==> src/rtl/ritp_pkg.sv <==
package ritp_pkg;

  localparam int MAX_COUNT_DEFAULT   = 4095;
  localparam int QUEUE_DEPTH_DEFAULT = 2;
  localparam int COUNT_CAP           = 4095;

  localparam int VALUE_W = 64;
  localparam int COUNT_W = 12;
  localparam int RADIX_W = 5;
  localparam int DIGIT_W = 5;
  localparam int CHAR_W  = 8;

  localparam logic [DIGIT_W-1:0] DIGIT_NONE = 5'd16;

  localparam logic [CHAR_W-1:0] CH_SPACE   = 8'h20;
  localparam logic [CHAR_W-1:0] CH_CTL_LO  = 8'd9;
  localparam logic [CHAR_W-1:0] CH_CTL_HI  = 8'd13;
  localparam logic [CHAR_W-1:0] CH_PLUS    = 8'h2b;
  localparam logic [CHAR_W-1:0] CH_X       = 8'h78;
  localparam logic [CHAR_W-1:0] CH_CASE    = 8'h20;
  localparam logic [CHAR_W-1:0] CH_DIG_LO  = 8'h30;
  localparam logic [CHAR_W-1:0] CH_DIG_HI  = 8'h39;
  localparam logic [CHAR_W-1:0] CH_LOW_A   = 8'h61;
  localparam logic [CHAR_W-1:0] CH_LOW_F   = 8'h66;
  localparam logic [CHAR_W-1:0] CH_UP_A    = 8'h41;
  localparam logic [CHAR_W-1:0] CH_UP_F    = 8'h46;
  localparam logic [CHAR_W-1:0] CH_TEN     = 8'd10;

  localparam logic [RADIX_W-1:0] BASE_AUTO = 5'd0;
  localparam logic [RADIX_W-1:0] BASE_MIN  = 5'd2;
  localparam logic [RADIX_W-1:0] BASE_OCT  = 5'd8;
  localparam logic [RADIX_W-1:0] BASE_DEC  = 5'd10;
  localparam logic [RADIX_W-1:0] BASE_HEX  = 5'd16;

  typedef struct packed {
    logic               new_string;
    logic               is_space;
    logic               is_plus;
    logic               is_zero;
    logic               is_x;
    logic [DIGIT_W-1:0] digit;
  } item_t;

  typedef struct packed {
    logic [VALUE_W-1:0] value;
    logic [COUNT_W-1:0] consumed;
  } result_t;

endpackage

==> src/rtl/ritp_fifo.sv <==
module ritp_fifo #(
  parameter int WIDTH = 8,
  parameter int DEPTH = 2
) (
  input  logic             clk,
  input  logic             rst,
  input  logic             push,
  input  logic [WIDTH-1:0] din,
  output logic             full,
  input  logic             pop,
  output logic [WIDTH-1:0] dout,
  output logic             empty
);

  localparam int PW = $clog2(DEPTH);
  localparam int CW = $clog2(DEPTH + 1);
  localparam logic [PW-1:0] LAST = PW'(DEPTH - 1);
  localparam logic [CW-1:0] FILL = CW'(DEPTH);

  logic [WIDTH-1:0] mem [DEPTH];
  logic [PW-1:0]    wr_ptr;
  logic [PW-1:0]    rd_ptr;
  logic [CW-1:0]    count;
  logic             do_push;
  logic             do_pop;

  assign full    = (count == FILL);
  assign empty   = (count == '0);
  assign do_push = push && !full;
  assign do_pop  = pop && !empty;
  assign dout    = mem[rd_ptr];

  always_ff @(posedge clk) begin
    if (rst) begin
      wr_ptr <= '0;
      rd_ptr <= '0;
      count  <= '0;
    end else begin
      if (do_push) begin
        wr_ptr <= (wr_ptr == LAST) ? '0 : wr_ptr + 1'b1;
      end
      if (do_pop) begin
        rd_ptr <= (rd_ptr == LAST) ? '0 : rd_ptr + 1'b1;
      end
      case ({do_push, do_pop})
        2'b10:   count <= count + 1'b1;
        2'b01:   count <= count - 1'b1;
        default: count <= count;
      endcase
    end
  end

  always_ff @(posedge clk) begin
    if (do_push) begin
      mem[wr_ptr] <= din;
    end
  end

endmodule

==> src/rtl/ritp_classify.sv <==
module ritp_classify (
  input  logic [7:0]      ch,
  input  logic            new_string,
  output ritp_pkg::item_t item
);

  import ritp_pkg::*;

  logic [CHAR_W-1:0] folded;

  assign folded = ch | CH_CASE;

  always_comb begin
    item.new_string = new_string;
    item.is_space   = (ch == CH_SPACE) || ((ch >= CH_CTL_LO) && (ch <= CH_CTL_HI));
    item.is_plus    = (ch == CH_PLUS);
    item.is_zero    = (ch == CH_DIG_LO);
    item.is_x       = (folded == CH_X);
    if ((ch >= CH_DIG_LO) && (ch <= CH_DIG_HI)) begin
      item.digit = DIGIT_W'(ch - CH_DIG_LO);
    end else if ((ch >= CH_LOW_A) && (ch <= CH_LOW_F)) begin
      item.digit = DIGIT_W'(ch - CH_LOW_A + CH_TEN);
    end else if ((ch >= CH_UP_A) && (ch <= CH_UP_F)) begin
      item.digit = DIGIT_W'(ch - CH_UP_A + CH_TEN);
    end else begin
      item.digit = DIGIT_NONE;
    end
  end

endmodule

==> src/rtl/ritp_parse.sv <==
module ritp_parse #(
  parameter int MAX_COUNT = ritp_pkg::MAX_COUNT_DEFAULT
) (
  input  logic              clk,
  input  logic              rst,
  input  logic              cfg_valid,
  output logic              cfg_ready,
  input  logic [4:0]        cfg_data,
  input  ritp_pkg::item_t   in_item,
  input  logic              in_empty,
  output logic              in_pop,
  input  logic              res_full,
  output logic              res_push,
  output ritp_pkg::result_t res
);

  import ritp_pkg::*;

  localparam int LIMIT = (MAX_COUNT < COUNT_CAP) ? MAX_COUNT : COUNT_CAP;
  localparam logic [COUNT_W-1:0] CNT_LIMIT = COUNT_W'(LIMIT);

  typedef enum logic [2:0] {
    PH_SKIP,
    PH_SIGN,
    PH_ZERO,
    PH_DIGITS,
    PH_XPREF,
    PH_DONE
  } phase_t;

  logic [RADIX_W-1:0] radix;
  logic [VALUE_W-1:0] acc;
  logic [VALUE_W-1:0] acc_next;
  logic [VALUE_W-1:0] acc_e;
  phase_t             phase;
  phase_t             phase_next;
  phase_t             phase_e;
  logic [RADIX_W-1:0] base;
  logic [RADIX_W-1:0] base_next;
  logic [RADIX_W-1:0] base_e;
  logic [COUNT_W-1:0] cnt;
  logic [COUNT_W-1:0] cnt_next;
  logic [COUNT_W-1:0] cnt_e;
  logic [COUNT_W-1:0] cnt_bump;
  logic [COUNT_W-1:0] cnt_less;
  logic [RADIX_W-1:0] tb;
  logic               take;
  logic               any_digit;
  logic               digit_ok;
  logic               emit;
  logic               go;

  assign cfg_ready = 1'b1;
  assign go        = !in_empty && !res_full;
  assign in_pop    = go;
  assign res_push  = go && emit;

  assign phase_e  = in_item.new_string ? PH_SKIP : phase;
  assign acc_e    = in_item.new_string ? '0 : acc;
  assign base_e   = in_item.new_string ? '0 : base;
  assign cnt_e    = in_item.new_string ? '0 : cnt;
  assign cnt_bump = (cnt_e < CNT_LIMIT) ? cnt_e + 1'b1 : cnt_e;
  assign cnt_less = (cnt_e != '0) ? cnt_e - 1'b1 : '0;

  always_comb begin
    acc_next     = acc_e;
    phase_next   = phase_e;
    base_next    = base_e;
    cnt_next     = cnt_e;
    emit         = 1'b0;
    res.value    = '0;
    res.consumed = '0;
    take         = 1'b0;
    any_digit    = 1'b1;
    tb           = base_e;
    case (phase_e)
      PH_SKIP, PH_SIGN: begin
        base_next = radix;
        if (phase_e == PH_SKIP && in_item.is_space) begin
          cnt_next = cnt_bump;
        end else if (phase_e == PH_SKIP && in_item.is_plus) begin
          cnt_next   = cnt_bump;
          phase_next = PH_SIGN;
        end else if (in_item.is_zero && (radix == BASE_AUTO || radix == BASE_HEX)) begin
          acc_next   = '0;
          cnt_next   = cnt_bump;
          phase_next = PH_ZERO;
        end else begin
          take      = 1'b1;
          any_digit = 1'b0;
          tb        = (radix == BASE_AUTO) ? BASE_DEC : radix;
        end
      end
      PH_ZERO: begin
        if (in_item.is_x) begin
          base_next  = BASE_HEX;
          cnt_next   = cnt_bump;
          phase_next = PH_XPREF;
        end else begin
          take = 1'b1;
          tb   = (base_e == BASE_AUTO) ? BASE_OCT : base_e;
        end
      end
      PH_XPREF: begin
        if (in_item.digit < base_e) begin
          take = 1'b1;
        end else begin
          emit         = 1'b1;
          res.consumed = cnt_less;
          phase_next   = PH_DONE;
        end
      end
      PH_DIGITS: begin
        take = 1'b1;
      end
      default: begin
        phase_next = phase_e;
      end
    endcase
    digit_ok = (tb >= BASE_MIN) && (tb <= BASE_HEX) && (in_item.digit < tb);
    if (take) begin
      base_next = tb;
      if (digit_ok) begin
        acc_next   = acc_e * VALUE_W'(tb) + VALUE_W'(in_item.digit);
        cnt_next   = cnt_bump;
        phase_next = PH_DIGITS;
      end else begin
        emit         = 1'b1;
        phase_next   = PH_DONE;
        res.value    = any_digit ? acc_e : '0;
        res.consumed = any_digit ? cnt_e : '0;
      end
    end
  end

  always_ff @(posedge clk) begin
    if (rst) begin
      radix <= BASE_AUTO;
      acc   <= '0;
      phase <= PH_SKIP;
      base  <= '0;
      cnt   <= '0;
    end else begin
      if (cfg_valid && cfg_ready) begin
        radix <= cfg_data;
      end
      if (go) begin
        acc   <= acc_next;
        phase <= phase_next;
        base  <= base_next;
        cnt   <= cnt_next;
      end
    end
  end

  a_count_limit: assert property (@(posedge clk) disable iff (rst)
    cnt <= CNT_LIMIT)
    else $error("character count passed its limit");

  a_prefix_base: assert property (@(posedge clk) disable iff (rst)
    phase == PH_XPREF |-> base == BASE_HEX)
    else $error("hex prefix seen without hex base");

  a_emit_done: assert property (@(posedge clk) disable iff (rst)
    res_push |=> phase == PH_DONE)
    else $error("result sent but parser not finished");

  a_push_room: assert property (@(posedge clk) disable iff (rst)
    res_push |-> !res_full && !in_empty)
    else $error("result pushed without a character or without room");

endmodule

==> src/rtl/radix_integer_text_parser_core.sv <==
// Streaming unsigned integer parser, one character per transaction.
// Characters enter through push/full and are taken when push is high and
// full is low; new_string marks the first character of a string. Leading
// white space and one plus sign are skipped, a 0x prefix is honored in
// automatic or hex mode, and digits are accumulated modulo 2^64.
// The first character that is not part of the number produces one result
// (value and consumed count); later characters of that string give none.
// Results leave through empty/pop in arrival order.
// The radix register is written over cfg_valid/cfg_ready, which is always
// ready, and should only change while no string is in progress.
// A character is held in the character queue, and its result is written to
// the result queue, where empty goes low. Throughput is one character per
// cycle while the result queue has room, set by the single parse multiply-add.
// A stalled result side fills the result queue, then the character queue,
// and full rises; nothing is dropped. Reset empties both queues, returns
// the parser to skipping space and sets the radix to automatic.
module radix_integer_text_parser_core #(
  parameter int MAX_COUNT   = ritp_pkg::MAX_COUNT_DEFAULT,
  parameter int QUEUE_DEPTH = ritp_pkg::QUEUE_DEPTH_DEFAULT
) (
  input  logic        clk,
  input  logic        rst,
  input  logic        push,
  output logic        full,
  input  logic [7:0]  ch,
  input  logic        new_string,
  output logic        empty,
  input  logic        pop,
  output logic [63:0] value,
  output logic [11:0] consumed,
  input  logic        cfg_valid,
  output logic        cfg_ready,
  input  logic [4:0]  cfg_data
);

  import ritp_pkg::*;

  item_t   item_in;
  item_t   item_q;
  logic    item_empty;
  logic    item_pop;
  result_t res_d;
  result_t res_q;
  logic    res_push;
  logic    res_full;

  ritp_classify u_classify (
    .ch         (ch),
    .new_string (new_string),
    .item       (item_in)
  );

  ritp_fifo #(
    .WIDTH ($bits(item_t)),
    .DEPTH (QUEUE_DEPTH)
  ) u_item_queue (
    .clk   (clk),
    .rst   (rst),
    .push  (push),
    .din   (item_in),
    .full  (full),
    .pop   (item_pop),
    .dout  (item_q),
    .empty (item_empty)
  );

  ritp_parse #(
    .MAX_COUNT (MAX_COUNT)
  ) u_parse (
    .clk       (clk),
    .rst       (rst),
    .cfg_valid (cfg_valid),
    .cfg_ready (cfg_ready),
    .cfg_data  (cfg_data),
    .in_item   (item_q),
    .in_empty  (item_empty),
    .in_pop    (item_pop),
    .res_full  (res_full),
    .res_push  (res_push),
    .res       (res_d)
  );

  ritp_fifo #(
    .WIDTH ($bits(result_t)),
    .DEPTH (QUEUE_DEPTH)
  ) u_result_queue (
    .clk   (clk),
    .rst   (rst),
    .push  (res_push),
    .din   (res_d),
    .full  (res_full),
    .pop   (pop),
    .dout  (res_q),
    .empty (empty)
  );

  assign value    = res_q.value;
  assign consumed = res_q.consumed;

endmodule
==> config.mk <==
export PLATFORM = sky130hd
export DESIGN_NAME = radix_integer_text_parser_core
export DESIGN_NICKNAME = d
export VERILOG_FILES = /design/src/rtl/ritp_pkg.sv /design/src/rtl/ritp_fifo.sv /design/src/rtl/ritp_classify.sv /design/src/rtl/ritp_parse.sv /design/src/rtl/radix_integer_text_parser_core.sv
export SDC_FILE = /design/constraint.sdc
export NUM_CORES = 1
export LEC_CHECK = 0
export BUFFER_PORTS_ARGS = -buffer_cell sky130_fd_sc_hd__buf_2
export CORE_ASPECT_RATIO = 0.5
export CORE_UTILIZATION = 54
export CTS_CLUSTER_DIAMETER = 40
export CTS_CLUSTER_SIZE = 40
export DETAILED_ROUTE_END_ITERATION = 10
export PLACE_DENSITY = 0.79
export SLEW_MARGIN = 5
export SYNTH_ARGS = -nofsm -noshare
export SYNTH_HDL_FRONTEND = slang
export SYNTH_SLANG_ARGS = --single-unit
==> constraint.sdc <==
create_clock -name clk -period 6.7 [get_ports clk]
set_clock_uncertainty 0.1 [all_clocks]
set_input_delay 1.675 -clock clk [delete_from_list [all_inputs] [get_ports clk]]
set_output_delay 1.675 -clock clk [all_outputs]
set_load 0.01 [all_outputs]
==> Implementation_results.wiki, run 1 <==
{| class="wikitable"
! Metric !! Value
|-
| Part of the total power dissipated in sequential elements || 0.353
|-
| Area after detailed placement || 0.0241 mm²
|-
| Number of max-slew violations in the final report || 0
|-
| Ratio of final minimum period to clock period || 0.970
|-
| Global-route total usage across every layer || 0.267
|-
| Post-Syn Instances || 2422
|-
| Detail Route Antenna Nets || 0
|-
| Leakage power of the design || 11.0 nW
|-
| Global-route wire length before repair || 90.9 mm
|-
| Flip-flop and latch count after synthesis || 271
|-
| Final cell area excluding filler cells || 0.0258 mm²
|-
| Post-Syn Area || 0.0221 mm²
|-
| Initial DRC Count || 1293
|-
| Clock tree from TritonCTS || done
|-
| Via total after detailed routing || 18.0k
|-
| Starting utilization of the core area || 0.548
|-
| Category of the worst setup path launch point || flop
|-
| Category of the most critical setup path || flop to flop
|-
| Result of the run || finished, violations left
|-
| Clock input transition at the sequential cells of the worst setup and hold paths || 0.07 ns
|-
| Number of diodes added for antenna fixing || 0
|-
| Number of flops mapped to enable cells by yosys || 172
|-
| Synthesized area divided by synthesized cell count || 9.14 µm²
|-
| Highest net fanout along the worst path || 18
|-
| Rows || 52
|-
| Worst-case headroom to the max-slew limit || 0.237
|-
| Req. time, crit path || 7.08 ns
|-
| Data arrival time of the critical path || 6.87 ns
|-
| Worst VDD drop || 232 µV
|-
| Combinational group share of total power || 0.340
|-
| Fmax || 154 MHz
|-
| Number of library cell types mapped by synthesis || 82
|-
| Type of the tightest min-delay check || flop to flop
|-
| Share of layout cells above drive strength 1 || 0.190
|-
| Iteration count of the initial detailed-routing pass || 9
|-
| Via density per instance || 5.70
|-
| Number of buffers on the longest clock path || 3
|-
| Number of hold buffers added after CTS || 0
|-
| Async set or reset register ratio after synthesis || 0
|-
| Net switching component of the power || 2.35 mW
|-
| Post-detailed-route DRC marker count || 2
|-
| Vias in the first global route || 18.2k
|-
| Number of buffers created by CTS || 31
|-
| H-Tree Level Count || 1
|-
| Final Setup Violations || 0
|-
| Violations in the final reports || DRC
|-
| Internal power || 3.86 mW
|-
| Leftover overflow at the end of global routing || 0
|-
| Post-synthesis sequential area ratio || 0.323
|-
| Post-detail-place hpwl || 40.0 mm
|-
| Sinks on Clock Net || 271
|-
| Net Sw Frac || 0.379
|-
| Final critical delay including setup and external delays || 6.50 ns
|-
| Pwr per Cell Area || 241 mW/mm²
|-
| Path depth of the worst reg2reg path || 27
|-
| Final Wtd Congestion || 0.975
|-
| Antenna violations before repair || 0
|-
| Width of the die || 288 µm
|-
| Hold Vio Cnt, Final || 0
|-
| Crit. End Element || flop
|-
| Max-capacitance violation count || 0
|-
| Average wire length per cell after detail routing || 17.7 µm
|-
| Mapped Nets || 2766
|-
| Ys flop type || sky130_fd_sc_hd__edfxtp_1
|-
| Clock network fraction of design power || 0.307
|-
| Routed wire length || 55.8 mm
|-
| Io pins || 98
|-
| Total Nets Final || 2930
|-
| Area Overhead vs Synth || 16.4%
|-
| Number of port buffers || 96
|-
| Overall die area || 0.0419 mm²
|-
| Die span in y || 145 µm
|-
| Number of warnings issued by yosys || 0
|-
| Clock root cell || sky130_fd_sc_hd__clkbuf_16
|-
| Maximum number of pins on one net before global-route repair || 77
|-
| Core utilization of the finished layout || 0.638
|-
| Hold WS || 0.357 ns
|-
| Clk_lat worst skew || 0.59 ns
|-
| Transition time of the tightest slew-check pin || 1.14 ns
|-
| Worst hold path cell count || 2
|-
| Core outline area || 0.0404 mm²
|}
## sequential cells by signal, summed over array words and instances (netlist names), 2 cells and up, named ones only
signal and flops:
u_parse.acc 64, u_result_queue.mem 152, u_parse.base 5, u_parse.radix 5, u_result_queue.count 2, u_item_queue.count 2, u_item_queue.mem 20, u_parse.cnt 12
u_parse.phase 3
## through the flow
step	power (mW)	cells	setup TNS [ns]	worst slack, ns
CTS	6.15	3144	-0.0528	-0.0528
finish	6.21	3150	0	0.203
global route	6.47	3150	-0.196	-0.0555
detailed placement	4.21	3084	-1.99	-0.454
floorplan	3.45	2422	-1.94	-0.0128
global placement	4.16	3084	-1.22	-0.366
## layout by cell type (no fill, tap or decap), types with 7 or more instances in the layout
cell type / instances
sky130_fd_sc_hd__nand4_1: 23
sky130_fd_sc_hd__a21oi_1: 94
sky130_fd_sc_hd__dfxtp_1: 97
sky130_fd_sc_hd__or3_1: 10
sky130_fd_sc_hd__xnor2_1: 42
sky130_fd_sc_hd__ha_4: 9
sky130_fd_sc_hd__fa_1: 183
sky130_fd_sc_hd__clkbuf_16: 32
sky130_fd_sc_hd__inv_1: 316
sky130_fd_sc_hd__buf_2: 96
sky130_fd_sc_hd__xor2_1: 28
sky130_fd_sc_hd__mux2_2: 84
sky130_fd_sc_hd__a21o_1: 53
sky130_fd_sc_hd__a31oi_1: 19
sky130_fd_sc_hd__ha_1: 133
sky130_fd_sc_hd__o31ai_1: 7
sky130_fd_sc_hd__o21ai_0: 53
sky130_fd_sc_hd__o21bai_1: 17
sky130_fd_sc_hd__buf_12: 7
sky130_fd_sc_hd__nor2b_1: 7
sky130_fd_sc_hd__nor3_1: 24
sky130_fd_sc_hd__clkinv_8: 7
sky130_fd_sc_hd__nor4_1: 12
sky130_fd_sc_hd__a22o_1: 22
sky130_fd_sc_hd__edfxtp_1: 172
sky130_fd_sc_hd__or2_2: 12
sky130_fd_sc_hd__buf_4: 144
sky130_fd_sc_hd__o211ai_1: 7
sky130_fd_sc_hd__a22oi_1: 39
sky130_fd_sc_hd__and2_1: 8
sky130_fd_sc_hd__nand2_1: 172
sky130_fd_sc_hd__and3_1: 8
sky130_fd_sc_hd__nand3_1: 25
sky130_fd_sc_hd__nor2_2: 18
sky130_fd_sc_hd__mux2i_1: 9
sky130_fd_sc_hd__nor2_1: 454
sky130_fd_sc_hd__o22ai_1: 7
## power groups by stage
stage                     Clock, mW  Combinational (mW)  Sequential, mW
after global placement            0                1.96            2.20
after CTS                      1.93                2.04            2.19
final                          1.91                2.11            2.19
after global routing           1.99                2.27            2.22
after detailed placement          0                1.99            2.22
after floorplan                   0                1.31            2.15
## cell type report
cell class              instances  area, µm²
clock buffers                  31        776
repair buffers                254       1800
clock inverters                26        389
flip-flops and latches        271       7150
fillers                      3195      14600
well taps                     540        676
multi-input cells            1710      13800
inverters                     318       1200
## routing by layer
layer | vias to the layer above | routed length [µm] | global-route usage
li1 | 8438 | - | -
met4 | 0 | 1030 | 0.0587
met2 | 586 | 26600 | 0.449
met3 | 87 | 3650 | 0.0423
met5 | - | 0 | 0
met1 | 8847 | 24500 | 0.363
## timing repair
action	4_1_cts	5_1_grt
pin swaps	2	20
setup buffers	3	5
resized for setup	8	80
gates cloned	0	1
endpoints found under the setup margin	17	24
## synthesized netlist by cell type, drive strengths merged, types with 22 or more instances
cell      n  area share
edfxtp  172        0.23
fa      183        0.17
xor2     28       0.011
ha      142       0.080
a31oi    23      0.0075
xnor2    42       0.017
o21ai    59       0.013
a21oi   100       0.023
inv     318       0.054
nand3    26      0.0059
dfxtp    99       0.089
a22o     22      0.0087
nor3     27      0.0063
a22oi    40       0.014
clkbuf  100       0.017
a21o     53       0.018
nand2   173       0.029
nor2    478       0.081
buf      23      0.0048
mux2     84       0.043
nand4    23      0.0065
## worst paths after layout
kind | start | endpoint | slack, ns
worst max-delay path | u_parse.radix[0] | u_parse.acc[63] | 0.20
worst min-delay path | u_parse.acc[39] | u_parse.acc[39] | 0.36
worst max register to register | u_parse.radix[0] | u_parse.acc[63] | 0.20
worst min register to register | u_parse.acc[39] | u_parse.acc[39] | 0.36
## kinds of logic (layout without fill, tap and decap cells)
logic type               count (synthesis)  count (layout)  synth area share
adder cells (fa/ha/maj)                325             325             0.246
multiplexers                            97              97            0.0486
AO/OA/AOI/OAI                          399             399             0.122
flip-flops                             271             271             0.323
AND/OR/NAND/NOR                        817             817             0.156
XOR/XNOR                                71              71            0.0287
buffers and inverters                  441             629            0.0756
other                                    1               1          0.000169
## worst max-delay path: stages (launching register included)
cell	delay [ns]
sky130_fd_sc_hd__dfxtp_1	0.31
sky130_fd_sc_hd__or4_4	0.54
sky130_fd_sc_hd__buf_4	0.16
sky130_fd_sc_hd__o22a_4	0.22
sky130_fd_sc_hd__a21o_1	0.21
sky130_fd_sc_hd__nand2_2	0.12
sky130_fd_sc_hd__inv_6	0.07
sky130_fd_sc_hd__buf_12	0.16
sky130_fd_sc_hd__nor2_2	0.14
sky130_fd_sc_hd__fa_1	0.44
sky130_fd_sc_hd__fa_1	0.54
sky130_fd_sc_hd__inv_1	0.06
sky130_fd_sc_hd__fa_1	0.54
sky130_fd_sc_hd__inv_1	0.05
sky130_fd_sc_hd__ha_1	0.33
sky130_fd_sc_hd__buf_4	0.14
sky130_fd_sc_hd__nand4_1	0.15
sky130_fd_sc_hd__nor2_2	0.16
sky130_fd_sc_hd__buf_4	0.12
sky130_fd_sc_hd__nand3b_1	0.10
sky130_fd_sc_hd__a311oi_4	0.44
sky130_fd_sc_hd__o31ai_1	0.15
sky130_fd_sc_hd__buf_4	0.18
sky130_fd_sc_hd__a21oi_4	0.18
sky130_fd_sc_hd__a21oi_2	0.12
sky130_fd_sc_hd__o31ai_2	0.28
sky130_fd_sc_hd__xnor2_1	0.13
sky130_fd_sc_hd__a22o_1	0.21
Power figures use the tool's default switching activity.
==> inputs of run 2 (changes only) <==
--- a/config.mk
+++ b/config.mk
@@ -5,14 +5,16 @@
 export SDC_FILE = /design/constraint.sdc
 export NUM_CORES = 1
 export LEC_CHECK = 0
-export BUFFER_PORTS_ARGS = -buffer_cell sky130_fd_sc_hd__buf_2
+export BUFFER_PORTS_ARGS = -buffer_cell sky130_fd_sc_hd__clkbuf_2
 export CORE_ASPECT_RATIO = 0.5
 export CORE_UTILIZATION = 54
 export CTS_CLUSTER_DIAMETER = 40
 export CTS_CLUSTER_SIZE = 40
 export DETAILED_ROUTE_END_ITERATION = 10
 export PLACE_DENSITY = 0.79
+export SETUP_SLACK_MARGIN = 0.15
 export SLEW_MARGIN = 5
 export SYNTH_ARGS = -nofsm -noshare
 export SYNTH_HDL_FRONTEND = slang
+export SYNTH_HIERARCHICAL = 1
 export SYNTH_SLANG_ARGS = --single-unit
==> run 2 against run 1 <==
The run now ends clean. Non-clock buffer count is 29 lower. Sequential cell count stayed put. Synthesized cell count is 0.33% higher. Largest power group is now combinational cells. Die area is 0.21% higher. First-iteration DRC count is 23% higher. Total power is 1.6% higher. Global-route usage is 0.56 points lower. Sequential share of layout area is 0.10 points higher.
==> Implementation_results.wiki, run 2 <==
{| class="wikitable"
! Metric !! Value
|-
| Worst-case headroom to the max-slew limit || 0.321 (+0.0832)
|-
| Synth Area in XOR/XNOR || 0.0261 (-0.00260)
|-
| Power, Total || 6.31 mW (+1.6%)
|-
| Antenna violations before repair || 0 (unchanged)
|-
| Transition time of the tightest slew-check pin || 1.02 ns (-0.127 ns)
|-
| Overall die area || 0.0420 mm² (+0.21%)
|-
| Combinational group share of total power || 0.369 (+0.029)
|-
| Worst reg-to-reg setup slack || 0.25 ns (+0.05 ns)
|-
| Number of port buffers || 96 (unchanged)
|-
| Number of max-slew violations in the final report || 0 (unchanged)
|-
| Starting utilization of the core area || 0.548 (about the same)
|-
| Result of the run || finished clean
|-
| Crit. End Element || flop
|-
| Via density per instance || 5.77 (+1.2%)
|-
| Most instantiated library cell after synthesis || sky130_fd_sc_hd__nor2_1
|-
| Number of flops mapped to enable cells by yosys || 172 (unchanged)
|-
| Most common library cells after synthesis || sky130_fd_sc_hd__nor2_1 (490), sky130_fd_sc_hd__inv_1 (322), sky130_fd_sc_hd__fa_1 (183)
|-
| H-Tree Level Count || 1 (unchanged)
|-
| Flip-flop and latch count after synthesis || 271 (unchanged)
|-
| Clock network fraction of design power || 0.289 (-0.018)
|-
| Category of the worst setup path launch point || flop
|-
| Max-capacitance violation count || 0 (unchanged)
|-
| Part of the total power dissipated in sequential elements || 0.342 (-0.011)
|-
| Leakage power of the design || 10.9 nW (-1.5%)
|-
| Hold WS || 0.357 ns (+0.0000940 ns)
|-
| Path depth of the worst reg2reg path || 23 (-15%)
|-
| Average wire length per cell after detail routing || 17.8 µm (+0.65%)
|-
| Most flop-heavy register || u_result_queue/mem
|-
| Synthesized area divided by synthesized cell count || 9.13 µm² (-0.12%)
|-
| Category of the most critical setup path || flop to flop
|-
| Number of warnings issued by yosys || 6 (+6)
|-
| Ratio of final minimum period to clock period || 0.963 (-0.00710)
|-
| Routed wire length || 55.8 mm (about the same)
|-
| Post-detail-place hpwl || 40.6 mm (+1.3%)
|-
| Total Nets Final || 2911 (-0.65%)
|-
| Area share of fa/ha/maj cells after synthesis || 0.245 (-0.00109)
|-
| Share of layout cells above drive strength 1 || 0.185 (-0.00447)
|-
| Combinational family with the most area after synthesis || adder cells
|-
| Post-Syn Area || 0.0222 mm² (+0.21%)
|-
| Post-synthesis simple-gate area fraction || 0.156 (-0.000730)
|-
| Hold Vio Cnt, Final || 0 (unchanged)
|-
| Iteration count of the initial detailed-routing pass || 8 (-1)
|-
| Biggest regs || u_result_queue/mem (152), u_parse/acc (64), u_item_queue/mem (20)
|-
| Global-route wire length before repair || 89.5 mm (-1.5%)
|-
| Async set or reset register ratio after synthesis || 0 (unchanged)
|-
| Fmax || 155 MHz (+0.74%)
|-
| Post-detailed-route DRC marker count || 0 (-2)
|-
| Post-synthesis sequential area ratio || 0.322 (-0.000691)
|-
| Total area of multi-input combinational cells || 0.0138 mm² (+0.15%)
|-
| Rows || 52 (unchanged)
|-
| Detail Route Antenna Nets || 0 (unchanged)
|-
| Sinks on Clock Net || 271 (unchanged)
|-
| Global-route total usage across every layer || 0.261 (-0.00561)
|-
| Data arrival time of the critical path || 6.85 ns (-0.02 ns)
|-
| Sequential cell area || 0.00715 mm² (unchanged)
|-
| Number of hold buffers added after CTS || 0 (unchanged)
|-
| Portion of netlist area occupied by mux cells || 0.0478 (-0.000781)
|-
| Area Overhead vs Synth || 15.7%
|-
| Number of diodes added for antenna fixing || 0 (unchanged)
|-
| Vias in the first global route || 17.8k (-2.2%)
|-
| Ys flop type || sky130_fd_sc_hd__edfxtp_1
|-
| Flip-flop count of the largest register after layout || 152 (unchanged)
|-
| Number of library cell types mapped by synthesis || 85 (+3.7%)
|-
| Post-Syn Instances || 2430 (+0.33%)
|-
| Core outline area || 0.0405 mm² (+0.16%)
|-
| Mapped Nets || 2773 (+0.25%)
|-
| RSZ-0062 raised after global routing || yes
|-
| Leading cell type in the layout, fill and taps excluded || sky130_fd_sc_hd__nor2_1
|-
| Core utilization of the finished layout || 0.635 (-0.00334)
|-
| Portion of synthesized cell area occupied by the leading cell type || 0.233 (-0.000500)
|-
| Clock root cell || sky130_fd_sc_hd__clkbuf_16
|-
| Clock tree from TritonCTS || done
|-
| Number of buffers created by CTS || 30 (-3.2%)
|-
| Synth top area cells || sky130_fd_sc_hd__edfxtp_1 (23%), sky130_fd_sc_hd__fa_1 (17%), sky130_fd_sc_hd__dfxtp_1 (8.9%)
|-
| Final Wtd Congestion || 0.960 (-1.6%)
|-
| Highest-count cells in the layout ignoring fill and taps || sky130_fd_sc_hd__nor2_1 (475), sky130_fd_sc_hd__inv_1 (313), sky130_fd_sc_hd__fa_1 (178)
|-
| Internal power || 3.83 mW (-0.71%)
|-
| Leftover overflow at the end of global routing || 0 (unchanged)
|-
| Via total after detailed routing || 18.1k (+0.61%)
|-
| Width of the die || 289 µm (+0.11%)
|-
| Net Sw Frac || 0.393 (+0.0144)
|-
| Final critical delay including setup and external delays || 6.45 ns (-0.0476 ns)
|-
| Io pins || 98 (unchanged)
|-
| Final Setup Violations || 0 (unchanged)
|-
| Req. time, crit path || 7.10 ns (+0.02 ns)
|-
| Clock input transition at the sequential cells of the worst setup and hold paths || 0.08 ns (about the same)
|-
| Die span in y || 145 µm (+0.10%)
|-
| Cell type with the highest aggregate area in the netlist || sky130_fd_sc_hd__edfxtp_1
|-
| Initial DRC Count || 1595 (+23%)
|-
| Worst VDD drop || 190 µV (-18%)
|-
| Worst hold path cell count || 2 (unchanged)
|-
| Net switching component of the power || 2.48 mW (+5.5%)
|-
| Highest net fanout along the worst path || 7 (-11)
|-
| Compound-cell area share of the yosys netlist || 0.126 (+0.00352)
|-
| Maximum number of pins on one net before global-route repair || 54 (-30%)
|-
| Pwr per Cell Area || 246 mW/mm² (+2.0%)
|-
| Number of buffers on the longest clock path || 3 (unchanged)
|-
| Type of the tightest min-delay check || flop to flop
|-
| Filler cells || 3221 (+0.81%)
|-
| Clk_lat worst skew || 0.59 ns (about the same)
|}
[run 2: cells by family (layout without fill, tap and decap cells)]
family                   count (synthesis)  in the layout
other                                    1              1
AO/OA/AOI/OAI                          420            420
XOR/XNOR                                63             63
buffers and inverters                  446            608
AND/OR/NAND/NOR                        810            810
multiplexers                            95             95
adder cells (fa/ha/maj)                324            324
flip-flops                             271            271
[run 2: power groups by stage]
stage / combinational [mW] / clock [mW] / sequential (mW)
floorplan: 1.38 / 0 / 2.14
global placement: 2.04 / 0 / 2.18
detailed placement: 2.08 / 0 / 2.19
CTS: 2.11 / 1.84 / 2.15
global route: 2.50 / 1.90 / 2.18
finish: 2.33 / 1.82 / 2.16
[run 2: timing repair]
| action | in CTS | in global routing |
|---|---|---|
| endpoints found under the setup margin | 11 | 34 |
| pin swaps | 3 | 65 |
| setup buffers | 0 | 18 |
| cloned | 1 | 4 |
| endpoints found under the hold margin | 0 | 0 |
| resized for setup | 13 | 118 |
[run 2: final cells by class]
class | instances | area share
Multi-Input combinational cell | 1713 | 0.538
Tap cell | 540 | 0.0263
Sequential cell | 271 | 0.279
Inverter | 326 | 0.0486
Clock inverter | 24 | 0.0124
Timing Repair Buffer | 225 | 0.0651
Clock buffer | 32 | 0.0312
Timing Repair inverter | 1 | 0.000292
[run 2: worst paths after layout]
kind,start,endpoint
worst max-delay path,flop,u_parse/acc[56]
worst min-delay path,u_parse/acc[52],u_parse/acc[52]
worst max register to register,flop,u_parse/acc[56]
worst min register to register,u_parse/acc[52],u_parse/acc[52]
[run 2: worst max-delay path: stages (launching register included)]
cell	delay (ns)
sky130_fd_sc_hd__dfxtp_4	0.38
sky130_fd_sc_hd__mux2_4	0.33
sky130_fd_sc_hd__and2b_2	0.27
sky130_fd_sc_hd__o21a_4	0.18
sky130_fd_sc_hd__a21oi_4	0.06
sky130_fd_sc_hd__or3_4	0.42
sky130_fd_sc_hd__clkinv_8	0.12
sky130_fd_sc_hd__buf_4	0.12
sky130_fd_sc_hd__buf_4	0.11
sky130_fd_sc_hd__nor2_2	0.04
sky130_fd_sc_hd__fa_1	0.50
sky130_fd_sc_hd__fa_1	0.43
sky130_fd_sc_hd__fa_1	0.50
sky130_fd_sc_hd__ha_4	0.33
sky130_fd_sc_hd__nand3_1	0.09
sky130_fd_sc_hd__nor3_2	0.22
sky130_fd_sc_hd__o211ai_1	0.21
sky130_fd_sc_hd__a311oi_4	0.31
sky130_fd_sc_hd__o2111ai_2	0.25
sky130_fd_sc_hd__a32o_2	0.31
sky130_fd_sc_hd__o41a_1	0.37
sky130_fd_sc_hd__o41ai_2	0.36
sky130_fd_sc_hd__xnor2_1	0.11
sky130_fd_sc_hd__a311oi_1	0.25
[run 2: layer usage]
metal | GRT usage | vias up | share of wire
met5 | 0 | - | 0
met4 | 0.0518 | 0 | 0.019
met3 | 0.0417 | 82 | 0.073
met2 | 0.422 | 671 | 0.46
met1 | 0.375 | 8924 | 0.44
li1 | - | 8391 | -
[run 2: per-stage QoR]
step / instances / setup WS (ns) / setup TNS, ns / instance area [µm²]
after floorplan: 2430 / 0.171 / 0 / 22200
after global placement: 3053 / 0.0106 / 0 / 23700
after detailed placement: 3053 / -0.102 / -0.102 / 23700
after CTS: 3110 / 0.148 / 0 / 24900
after global routing: 3132 / 0.0715 / 0 / 25700
final: 3132 / 0.251 / 0 / 25700
